## src/design/pacs_pkg.sv

```systemverilog
// shared types and constants for the paddle axis calibrate/scale block
// no dependencies; imported by pacs_div and the top level

package pacs_pkg;

	// configuration register indexes
	localparam int unsigned CFG_IDX_W = 3;

	typedef enum logic [CFG_IDX_W-1:0] {
		REG_LEFT_LOW   = 3'd0,
		REG_LEFT_HIGH  = 3'd1,
		REG_RIGHT_LOW  = 3'd2,
		REG_RIGHT_HIGH = 3'd3,
		REG_INVERT     = 3'd4,
		REG_INDEP      = 3'd5,
		REG_BITE       = 3'd6
	} cfg_reg_t;

	// item kinds carried in tuser
	typedef enum logic [1:0] {
		MODE_SAMPLE    = 2'd0,
		MODE_CAL_START = 2'd1,
		MODE_CAL_STOP  = 2'd2,
		MODE_UNUSED    = 2'd3
	} mode_t;

	// sequencer states
	typedef enum logic [6:0] {
		ST_IDLE = 7'b0000001,
		ST_PREP = 7'b0000010,
		ST_MUL  = 7'b0000100,
		ST_NUM  = 7'b0001000,
		ST_LOAD = 7'b0010000,
		ST_DIV  = 7'b0100000,
		ST_OUT  = 7'b1000000
	} state_t;

	// percent scale of the bite point
	localparam logic [6:0] PCT_FULL = 7'd100;

	// handshake between sequencer and divider
	typedef struct packed {
		logic start;
	} div_ctl_t;

	typedef struct packed {
		logic done;
	} div_sts_t;

endpackage

```

## src/design/pacs_prep.sv

```systemverilog
// range clamp and invert for one paddle sample
// purely combinational; no package dependencies

module pacs_prep #(
	parameter int SAMPLE_BITS = 12
) (
	input  logic [SAMPLE_BITS-1:0] raw,
	input  logic [SAMPLE_BITS-1:0] lo,
	input  logic [SAMPLE_BITS-1:0] hi,
	input  logic                   inv,
	output logic [SAMPLE_BITS-1:0] n,
	output logic [SAMPLE_BITS-1:0] d
);

	logic [SAMPLE_BITS-1:0] span;
	logic [SAMPLE_BITS-1:0] pos;
	logic [SAMPLE_BITS-1:0] pos_cl;

	always_comb begin
		span   = hi - lo;
		pos    = (raw <= lo) ? '0 : (raw - lo);
		pos_cl = (pos > span) ? span : pos;
		if (hi > lo) begin
			d = span;
			n = inv ? (span - pos_cl) : pos_cl;
		end else begin
			// empty range: fraction zero before inversion
			d = SAMPLE_BITS'(1);
			n = inv ? SAMPLE_BITS'(1) : '0;
		end
	end

endmodule

```

## src/design/pacs_div.sv

```systemverilog
// radix-2 restoring divider, one quotient bit per cycle
// uses pacs_pkg for the control and status structs

module pacs_div
	import pacs_pkg::*;
#(
	parameter int SAMPLE_BITS = 12
) (
	input  logic                         clk,
	input  logic                         arst_n,
	input  div_ctl_t                     ctl,
	input  logic [2*SAMPLE_BITS+8:0]     dividend,
	input  logic [SAMPLE_BITS+7:0]       divisor,
	output div_sts_t                     sts,
	output logic [SAMPLE_BITS-1:0]       quotient
);

	localparam int DW  = SAMPLE_BITS + 8;
	localparam int CNW = $clog2(SAMPLE_BITS + 1);

	logic [DW-1:0]          rem_q;
	logic [SAMPLE_BITS-1:0] low_q;
	logic [DW-1:0]          dvs_q;
	logic [CNW-1:0]         cnt_q;
	logic                   busy_q;
	logic                   done_q;
	logic [DW:0]            trial;
	logic                   qbit;
	logic [DW:0]            diff;

	always_comb begin
		trial = {rem_q, low_q[SAMPLE_BITS-1]};
		qbit  = (trial >= {1'b0, dvs_q});
		diff  = trial - {1'b0, dvs_q};
	end

	always_ff @(posedge clk or negedge arst_n) begin
		if (!arst_n) begin
			busy_q <= 1'b0;
			done_q <= 1'b0;
			cnt_q  <= '0;
		end else begin
			done_q <= 1'b0;
			if (ctl.start) begin
				busy_q <= 1'b1;
				cnt_q  <= '0;
			end else if (busy_q) begin
				cnt_q <= cnt_q + CNW'(1);
				if (cnt_q == CNW'(SAMPLE_BITS - 1)) begin
					busy_q <= 1'b0;
					done_q <= 1'b1;
				end
			end
		end
	end

	// datapath; upper dividend bits are known to stay below the divisor
	always_ff @(posedge clk) begin
		if (ctl.start) begin
			rem_q <= dividend[SAMPLE_BITS+DW-1:SAMPLE_BITS];
			low_q <= dividend[SAMPLE_BITS-1:0];
			dvs_q <= divisor;
		end else if (busy_q) begin
			rem_q <= qbit ? diff[DW-1:0] : trial[DW-1:0];
			low_q <= {low_q[SAMPLE_BITS-2:0], qbit};
		end
	end

	assign sts.done = done_q;
	assign quotient = low_q;

endmodule

```

## src/design/paddle_axis_calibrate_scale.sv

```systemverilog
// top level of the paddle axis calibrate/scale block
// depends on pacs_pkg, pacs_prep and pacs_div

// Usage
// - s_axis: one word per item. tuser carries the item kind (sample pair,
//   calibration start, calibration stop); tdata carries the two paddle samples.
// - m_axis: one word per sample pair with both axes and both scaled paddles.
//   calibration commands and the unused kind give no word.
// - cfg: write channel (cfg_valid/cfg_ready, cfg_index, cfg_data), always
//   ready; write only while no sample is in flight. writing either range
//   register of a side drops that side's learned range.
// - path: a sample pair gives its word once both paddles have passed, in turn,
//   through PREP, MUL, NUM, LOAD and the serial divider that both paddles
//   share, one quotient bit per cycle; with a bite of 100 or more the
//   divider is skipped and each paddle ends at LOAD.
// - flow: one item at a time; the next item can be accepted once the
//   word is loaded into the output register.
// - a finished word sits in the output register; the next item is accepted
//   meanwhile, and only its result waits if the receiver still stalls.
// - reset: configuration to its defaults (full range, bite 50 percent,
//   combined axes, no invert), calibration off, learned ranges cleared.

module paddle_axis_calibrate_scale
	import pacs_pkg::*;
#(
	parameter int SAMPLE_BITS = 12
) (
	input  logic                                    clk,
	input  logic                                    arst_n,
	// sample input: tuser = mode; tdata = left_sample, right_sample
	input  logic                                    s_axis_tvalid,
	output logic                                    s_axis_tready,
	input  logic [1:0]                              s_axis_tuser,
	input  logic [((2*SAMPLE_BITS+7)/8)*8-1:0]      s_axis_tdata,
	// result output: tdata = axis_x, axis_y, left_scaled, right_scaled
	output logic                                    m_axis_tvalid,
	input  logic                                    m_axis_tready,
	output logic [((4*SAMPLE_BITS+7)/8)*8-1:0]      m_axis_tdata,
	// configuration write channel
	input  logic                                    cfg_valid,
	output logic                                    cfg_ready,
	input  logic [CFG_IDX_W-1:0]                    cfg_index,
	input  logic [((SAMPLE_BITS > 8) ? SAMPLE_BITS : 8)-1:0] cfg_data
);

	localparam int SB    = SAMPLE_BITS;
	localparam int OUT_W = ((4*SAMPLE_BITS+7)/8)*8;
	localparam int NW    = 2*SAMPLE_BITS + 9;   // dividend width
	localparam int DW    = SAMPLE_BITS + 8;     // doubled denominator width
	localparam logic [SAMPLE_BITS-1:0] FULL = {SAMPLE_BITS{1'b1}};

	// configuration registers
	logic [SB-1:0] cfg_lo_q [2];
	logic [SB-1:0] cfg_hi_q [2];
	logic [1:0]    invert_q;
	logic          indep_q;
	logic [7:0]    bite_q;

	// calibration state per side
	logic          cal_q      [2];
	logic [SB-1:0] seen_min_q [2];
	logic [SB-1:0] seen_max_q [2];
	logic [SB-1:0] learn_lo_q [2];
	logic [SB-1:0] learn_hi_q [2];
	logic          learn_ok_q [2];

	// sequencer and datapath
	state_t        state_q;
	logic          side_q;
	logic [SB-1:0] raw_q    [2];
	logic [SB-1:0] sc_q     [2];
	logic [SB-1:0] n_q;
	logic [SB-1:0] d_q;
	logic [SB+6:0] num100_q;
	logic [SB+6:0] d100_q;
	logic [SB+7:0] lowcut_q;
	logic [SB+6:0] num_q;
	logic [SB+6:0] den_q;

	// output register
	logic          out_vld_q;
	logic [SB-1:0] ax_q;
	logic [SB-1:0] ay_q;
	logic [SB-1:0] ls_q;
	logic [SB-1:0] rs_q;

	logic          in_acc;
	logic          cfg_acc;
	mode_t         mode;
	logic [SB-1:0] in_raw [2];
	logic [SB-1:0] use_lo;
	logic [SB-1:0] use_hi;
	logic [SB-1:0] prep_n;
	logic [SB-1:0] prep_d;
	logic          bite_big;
	logic [SB+7:0] cut_num;
	logic [SB+6:0] den_c;
	logic [SB+6:0] num_c;
	logic [NW-1:0] dividend;
	logic [DW-1:0] divisor;
	div_ctl_t      div_ctl;
	div_sts_t      div_sts;
	logic [SB-1:0] quot;
	logic          out_free;
	logic [SB-1:0] sc_max;

	assign s_axis_tready = (state_q == ST_IDLE);
	assign cfg_ready     = 1'b1;
	assign in_acc        = s_axis_tvalid && s_axis_tready;
	assign cfg_acc       = cfg_valid && cfg_ready;
	assign mode          = mode_t'(s_axis_tuser);
	assign in_raw[0]     = s_axis_tdata[SB-1:0];
	assign in_raw[1]     = s_axis_tdata[2*SB-1:SB];
	assign bite_big      = (bite_q >= {1'b0, PCT_FULL});
	assign out_free      = !out_vld_q || m_axis_tready;

	// range in use: learned range once adopted, else the host range
	always_comb begin
		use_lo = learn_ok_q[side_q] ? learn_lo_q[side_q] : cfg_lo_q[side_q];
		use_hi = learn_ok_q[side_q] ? learn_hi_q[side_q] : cfg_hi_q[side_q];
	end

	pacs_prep #(
		.SAMPLE_BITS(SB)
	) u_prep (
		.raw (raw_q[side_q]),
		.lo  (use_lo),
		.hi  (use_hi),
		.inv (invert_q[side_q]),
		.n   (prep_n),
		.d   (prep_d)
	);

	// fraction numerator/denominator after the bite point is removed
	always_comb begin
		cut_num = ((SB+8)'(num100_q) <= lowcut_q) ? '0 : ((SB+8)'(num100_q) - lowcut_q);
		den_c   = (SB+7)'((SB+8)'(d100_q) - lowcut_q);
		num_c   = (cut_num > (SB+8)'(den_c)) ? den_c : cut_num[SB+6:0];
	end

	// rounded quotient: (2*FULL*num + den) / (2*den)
	always_comb begin
		dividend = (NW'(num_q) << (SB + 1)) - (NW'(num_q) << 1) + NW'(den_q);
		divisor  = {den_q, 1'b0};
		div_ctl.start = (state_q == ST_LOAD) && !bite_big;
	end

	pacs_div #(
		.SAMPLE_BITS(SB)
	) u_div (
		.clk      (clk),
		.arst_n   (arst_n),
		.ctl      (div_ctl),
		.dividend (dividend),
		.divisor  (divisor),
		.sts      (div_sts),
		.quotient (quot)
	);

	// configuration registers and learned-range bookkeeping
	always_ff @(posedge clk or negedge arst_n) begin
		if (!arst_n) begin
			for (int i = 0; i < 2; i++) begin
				cfg_lo_q[i]   <= '0;
				cfg_hi_q[i]   <= FULL;
				cal_q[i]      <= 1'b0;
				seen_min_q[i] <= FULL;
				seen_max_q[i] <= '0;
				learn_lo_q[i] <= '0;
				learn_hi_q[i] <= FULL;
				learn_ok_q[i] <= 1'b0;
			end
			invert_q <= '0;
			indep_q  <= 1'b0;
			bite_q   <= 8'd50;
		end else begin
			if (in_acc) begin
				unique case (mode)
					MODE_CAL_START: begin
						for (int i = 0; i < 2; i++) begin
							cal_q[i]      <= 1'b1;
							seen_min_q[i] <= FULL;
							seen_max_q[i] <= '0;
						end
					end
					MODE_CAL_STOP: begin
						for (int i = 0; i < 2; i++) begin
							if (cal_q[i]) begin
								cal_q[i] <= 1'b0;
								// adopt only a non-empty learned range
								if (seen_max_q[i] >= seen_min_q[i]) begin
									learn_lo_q[i] <= seen_min_q[i];
									learn_hi_q[i] <= seen_max_q[i];
									learn_ok_q[i] <= 1'b1;
								end
							end
						end
					end
					MODE_SAMPLE: begin
						for (int i = 0; i < 2; i++) begin
							if (cal_q[i]) begin
								if (in_raw[i] < seen_min_q[i]) seen_min_q[i] <= in_raw[i];
								if (in_raw[i] > seen_max_q[i]) seen_max_q[i] <= in_raw[i];
							end
						end
					end
					MODE_UNUSED: begin
					end
					default: begin
					end
				endcase
			end
			if (cfg_acc) begin
				unique case (cfg_reg_t'(cfg_index))
					REG_LEFT_LOW: begin
						cfg_lo_q[0]   <= cfg_data[SB-1:0];
						learn_ok_q[0] <= 1'b0;
					end
					REG_LEFT_HIGH: begin
						cfg_hi_q[0]   <= cfg_data[SB-1:0];
						learn_ok_q[0] <= 1'b0;
					end
					REG_RIGHT_LOW: begin
						cfg_lo_q[1]   <= cfg_data[SB-1:0];
						learn_ok_q[1] <= 1'b0;
					end
					REG_RIGHT_HIGH: begin
						cfg_hi_q[1]   <= cfg_data[SB-1:0];
						learn_ok_q[1] <= 1'b0;
					end
					REG_INVERT: invert_q <= cfg_data[1:0];
					REG_INDEP:  indep_q  <= cfg_data[0];
					REG_BITE:   bite_q   <= cfg_data[7:0];
					default: begin
					end
				endcase
			end
		end
	end

	// sequencer: left paddle, then right paddle, through the shared divider unless the bite is 100 or more
	always_ff @(posedge clk or negedge arst_n) begin
		if (!arst_n) begin
			state_q   <= ST_IDLE;
			side_q    <= 1'b0;
		end else begin
			unique case (state_q)
				ST_IDLE: begin
					if (in_acc && (mode == MODE_SAMPLE)) begin
						side_q  <= 1'b0;
						state_q <= ST_PREP;
					end
				end
				ST_PREP: state_q <= ST_MUL;
				ST_MUL:  state_q <= ST_NUM;
				ST_NUM:  state_q <= ST_LOAD;
				ST_LOAD: begin
					if (bite_big) begin
						side_q  <= 1'b1;
						state_q <= side_q ? ST_OUT : ST_PREP;
					end else begin
						state_q <= ST_DIV;
					end
				end
				ST_DIV: begin
					if (div_sts.done) begin
						side_q  <= 1'b1;
						state_q <= side_q ? ST_OUT : ST_PREP;
					end
				end
				ST_OUT: begin
					if (out_free) begin
						state_q   <= ST_IDLE;
					end
				end
				default: state_q <= ST_IDLE;
			endcase
		end
	end

	// output word valid: set when a word is loaded, cleared once taken
	always_ff @(posedge clk or negedge arst_n) begin
		if (!arst_n) begin
			out_vld_q <= 1'b0;
		end else if ((state_q == ST_OUT) && out_free) begin
			out_vld_q <= 1'b1;
		end else if (m_axis_tready) begin
			out_vld_q <= 1'b0;
		end
	end

	assign sc_max = (sc_q[0] > sc_q[1]) ? sc_q[0] : sc_q[1];

	// datapath registers
	always_ff @(posedge clk) begin
		if (in_acc && (mode == MODE_SAMPLE)) begin
			raw_q[0] <= in_raw[0];
			raw_q[1] <= in_raw[1];
		end
		if (state_q == ST_PREP) begin
			n_q <= prep_n;
			d_q <= prep_d;
		end
		if (state_q == ST_MUL) begin
			num100_q <= (SB+7)'(n_q) * (SB+7)'(PCT_FULL);
			d100_q   <= (SB+7)'(d_q) * (SB+7)'(PCT_FULL);
			lowcut_q <= (SB+8)'(d_q) * (SB+8)'(bite_q);
		end
		if (state_q == ST_NUM) begin
			num_q <= num_c;
			den_q <= den_c;
		end
		if ((state_q == ST_LOAD) && bite_big) sc_q[side_q] <= '0;
		if ((state_q == ST_DIV) && div_sts.done) sc_q[side_q] <= quot;
		if ((state_q == ST_OUT) && out_free) begin
			ax_q <= indep_q ? sc_q[0] : sc_max;
			ay_q <= indep_q ? sc_q[1] : sc_max;
			ls_q <= sc_q[0];
			rs_q <= sc_q[1];
		end
	end

	assign m_axis_tvalid = out_vld_q;
	assign m_axis_tdata  = OUT_W'({rs_q, ls_q, ay_q, ax_q});

endmodule
```

## config.mk

```make
export PLATFORM = sky130hd
export DESIGN_NAME = paddle_axis_calibrate_scale
export DESIGN_NICKNAME = d
export VERILOG_FILES = /design/src/design/pacs_pkg.sv /design/src/design/pacs_prep.sv /design/src/design/pacs_div.sv /design/src/design/paddle_axis_calibrate_scale.sv
export SDC_FILE = /design/constraint.sdc
export NUM_CORES = 1
export LEC_CHECK = 0
export BUFFER_PORTS_ARGS = -buffer_cell sky130_fd_sc_hd__buf_4
export CAP_MARGIN = 10
export CORE_MARGIN = 2
export CORE_UTILIZATION = 45
export DETAILED_ROUTE_END_ITERATION = 12
export PLACE_DENSITY_LB_ADDON = 0.08
export SETUP_SLACK_MARGIN = 0.02
export SLEW_MARGIN = 30
export SYNTH_ARGS = -nofsm -noshare
export SYNTH_HDL_FRONTEND = slang
export SYNTH_SLANG_ARGS = --single-unit
```

## constraint.sdc

```tcl
create_clock -name clk -period 9.6 [get_ports clk]
set_input_delay 2.88 -clock clk [delete_from_list [all_inputs] [get_ports clk]]
set_output_delay 2.88 -clock clk [all_outputs]
set_load 0.02 [all_outputs]
```

==> flow_summary.toml <==
[logic_synthesis]
synth_top_cell_area_share_pct = 25.7
yosysMostFrequentCell = "inv_1"
ys.flop_type = "edfxtp_1"
synth_xor_area_share_pct = 3.28
yosys-top-cells-count = "inv_1 (369), ha_1 (361), edfxtp_1 (263)"
async_reset_ff_share_pct = 39.7
netlist_instances = 2960
synth_cell_types = 77
avgSynthCellArea_um2 = 10.4
synth-seq-cells = 436
syn-num-nets = 3452
syn-cell-area_um2 = 30700
synth_largest_area_cell = "edfxtp_1"
synthSimpleGateAreaFrac_pct = 11.0
ys_seq_area_share_pct = 40.1
synthAdderAreaFrac_pct = 20.2
ys_top_cells_by_area = "edfxtp_1 (26%), ha_1 (15%), dfrtp_1 (7.9%), dfstp_2 (6.5%), fa_1 (5.5%)"
ys_warn_count = 0
synth_compound_area_share_pct = 12.6
yosys-mux-area-fraction_pct = 7.29
synth_edf_count = 263
synth_top_family_by_area = "adder cells"

[setup_path]
cp-end-kind = "register"
setup.worst_path.start_class = "register"
slowest_delay_ns = 0.52
crit_fanout = 59
arrival_ns = 8.95
slowest_stage = "buf_4"
worstSetupPathType = "reg2reg"
crit_required_ns = 9.91

[die]
die_h_um = 265
core_area_um2 = 67400
start_util_pct = 45.6
dieArea_um2 = 70400
die_w_um = 265
core.rowCount = 95
io_pins = 97

[cts]
cts_made_buffers = 52
root_buffer = "clkbuf_16"
cts.sinks = 436
hold_buffers = 0
cts.path.max_buffers = 3
clk_latency_ns = 0.62
cts-htree-levels = 2
clk_pin_slew_ns = 0.06
cts_tree = "built"

[timing]
rsz0062_at_grt = "no"
fin_tns_setup_ns = 0
relSlewSlack_pct = 42.3
setup_slack_ns = 0.956
final.period_utilization_pct = 90.0
hold_viol_final = 0
setup_violations = 0
skew_ns = 0.0547
fmax_ghz = 0.116
tightestPinTransition_ns = 0.855
min_period_ns = 8.64
maxSlewViolCount = 0

[global_route]
grt_pass1_wl_um = 122000
antenna_found_initial = 4
gr-usage-met3_pct = 2.31
met2_usage_pct = 36.8
grt_max_degree = 106
grt_pass1_vias = 22000
use_met1_pct = 30.6
busiest_layer = "met2"
grtUsageTotal_pct = 22.0
globalRouteOverflowTotal = 0

[routing]
dr.pass1.iters = 7
final_antenna_net_count = 0
routedWlPerCell_um = 19.3
drtIter0Drc = 1098
vias = 21500
routed_via_density = 5.41
drc = 0
wirelength_um = 76500

[final_layout]
drive_above_1_share_pct = 14.5
ff_latch_area_um2 = 12300
instances_no_fill = 3971
syn2layout_area_growth_pct = 11.3
final_nets = 3548
fillers = 6078
multi_input_area_um2 = 16800

[placement]
placed_cells = 3875
hpwl_um = 59700
port_buffers = 95
place_congestion = 0.899
pre_cts_ws_ns = 0.837

[status]
status = "finished, final reports clean"

[flow_run]
timing.max_cap.violations = 0

[min_path]
hold_class = "reg2reg"
-- cell type report --
cell class,count,share of cell area (%)
Multi-Input combinational cell,2073,49.0
Sequential cell,436,36.0
Timing Repair Buffer,123,2.73
Inverter,370,4.06
Clock buffer,69,4.11
Tap cell,873,3.19
Antenna cell,1,0.00731
Clock inverter,26,0.885
-- final timing paths --
check	start	depth (start not counted)	slack (ns)	end
worst min register to register	den_q[18]	0	0.45	u_div.dvs_q[19]
max in group asynchronous	arst_n	2	6.10	m_axis_tvalid
min in group asynchronous	arst_n	1	2.36	learn_lo_q[9]
worst max-delay path	side_q	38	0.96	n_q[11]
worst max register to register	side_q	38	0.96	n_q[11]
worst min-delay path	den_q[18]	0	0.45	u_div.dvs_q[19]
-- state kept, by name, summed over array words and instances (netlist names), 19 cells and up --
| signal | flops |
|---|---|
| lowcut_q | 20 |
| learn_hi_q | 24 |
| seen_min_q | 24 |
| sc_q | 24 |
| learn_lo_q | 24 |
| den_q | 19 |
| num_q | 19 |
| seen_max_q | 24 |
| cfg_hi_q | 24 |
| u_div.dvs_q | 19 |
| u_div.rem_q | 20 |
| raw_q | 24 |
| cfg_lo_q | 24 |
-- metal layers --
metal	routed length, um	vias to the layer above
met2	35900	356
met5	0	-
li1	-	10600
met4	1590	0
met3	2610	95
met1	36400	10400
-- cell families after synthesis --
kind of cell / Yosys count
AO/OA/AOI/OAI: 615
XOR/XNOR: 115
adder cells (fa/ha/maj): 446
buffers and inverters: 451
flip-flops: 436
multiplexers: 205
other: 1
AND/OR/NAND/NOR: 691
-- worst max-delay path, delay by kind of cell, from the launching register on --
family / cells / cell delay, ns
AO/OA/AOI/OAI: 17 / 3.53
AND/OR/NAND/NOR: 12 / 1.86
buffers and inverters: 4 / 1.05
adder cells (fa/ha/maj): 3 / 0.85
multiplexers: 1 / 0.44
flip-flops: 1 / 0.42
XOR/XNOR: 1 / 0.19
-- metrics by stage --
step | hold slack, ns | instance area, um2 | util [%]
2_1_floorplan | 0.426 | 30700 | -
3_3_place_gp | 0.440 | 32500 | 48.2
3_5_place_dp | 0.442 | 32500 | 48.2
4_1_cts | 0.461 | 34200 | 50.8
5_1_grt | 0.471 | 34200 | 50.8
6_report | 0.453 | 34200 | 50.8
-- placed cells by master (no fill, tap or decap), drive strengths merged, types with 6 or more instances in the layout --
cell type / synthesis / final
o21bai: 26 / 26
xnor2: 76 / 76
or3: 13 / 13
a21boi: 24 / 24
nand3: 30 / 30
clkinv: 1 / 16
inv: 369 / 373
dfrtp: 97 / 97
buf: 9 / 122
nand4: 33 / 33
and3: 17 / 17
mux2i: 54 / 54
o22ai: 8 / 8
a211oi: 31 / 31
nor4: 6 / 6
a21oi: 176 / 176
nor2: 136 / 136
o21ai: 158 / 158
nor3b: 13 / 13
and2: 65 / 65
ha: 361 / 361
fa: 85 / 85
a31oi: 10 / 10
dfstp: 76 / 76
clkbuf: 72 / 70
nand2: 227 / 227
mux2: 151 / 151
a21o: 98 / 98
xor2: 39 / 39
nor2b: 64 / 64
nor3: 42 / 42
nand2b: 26 / 26
edfxtp: 263 / 263
o21a: 18 / 18
o31ai: 10 / 10
-- what timing repair did --
item,CTS,global route
setup endpoints to repair,0,2
setup buffers,0,0
gates resized for setup,0,2
Power is left out: the tool's default activity adds up to more than one toggle a clock period on the data nets, which glitch-free logic cannot reach.
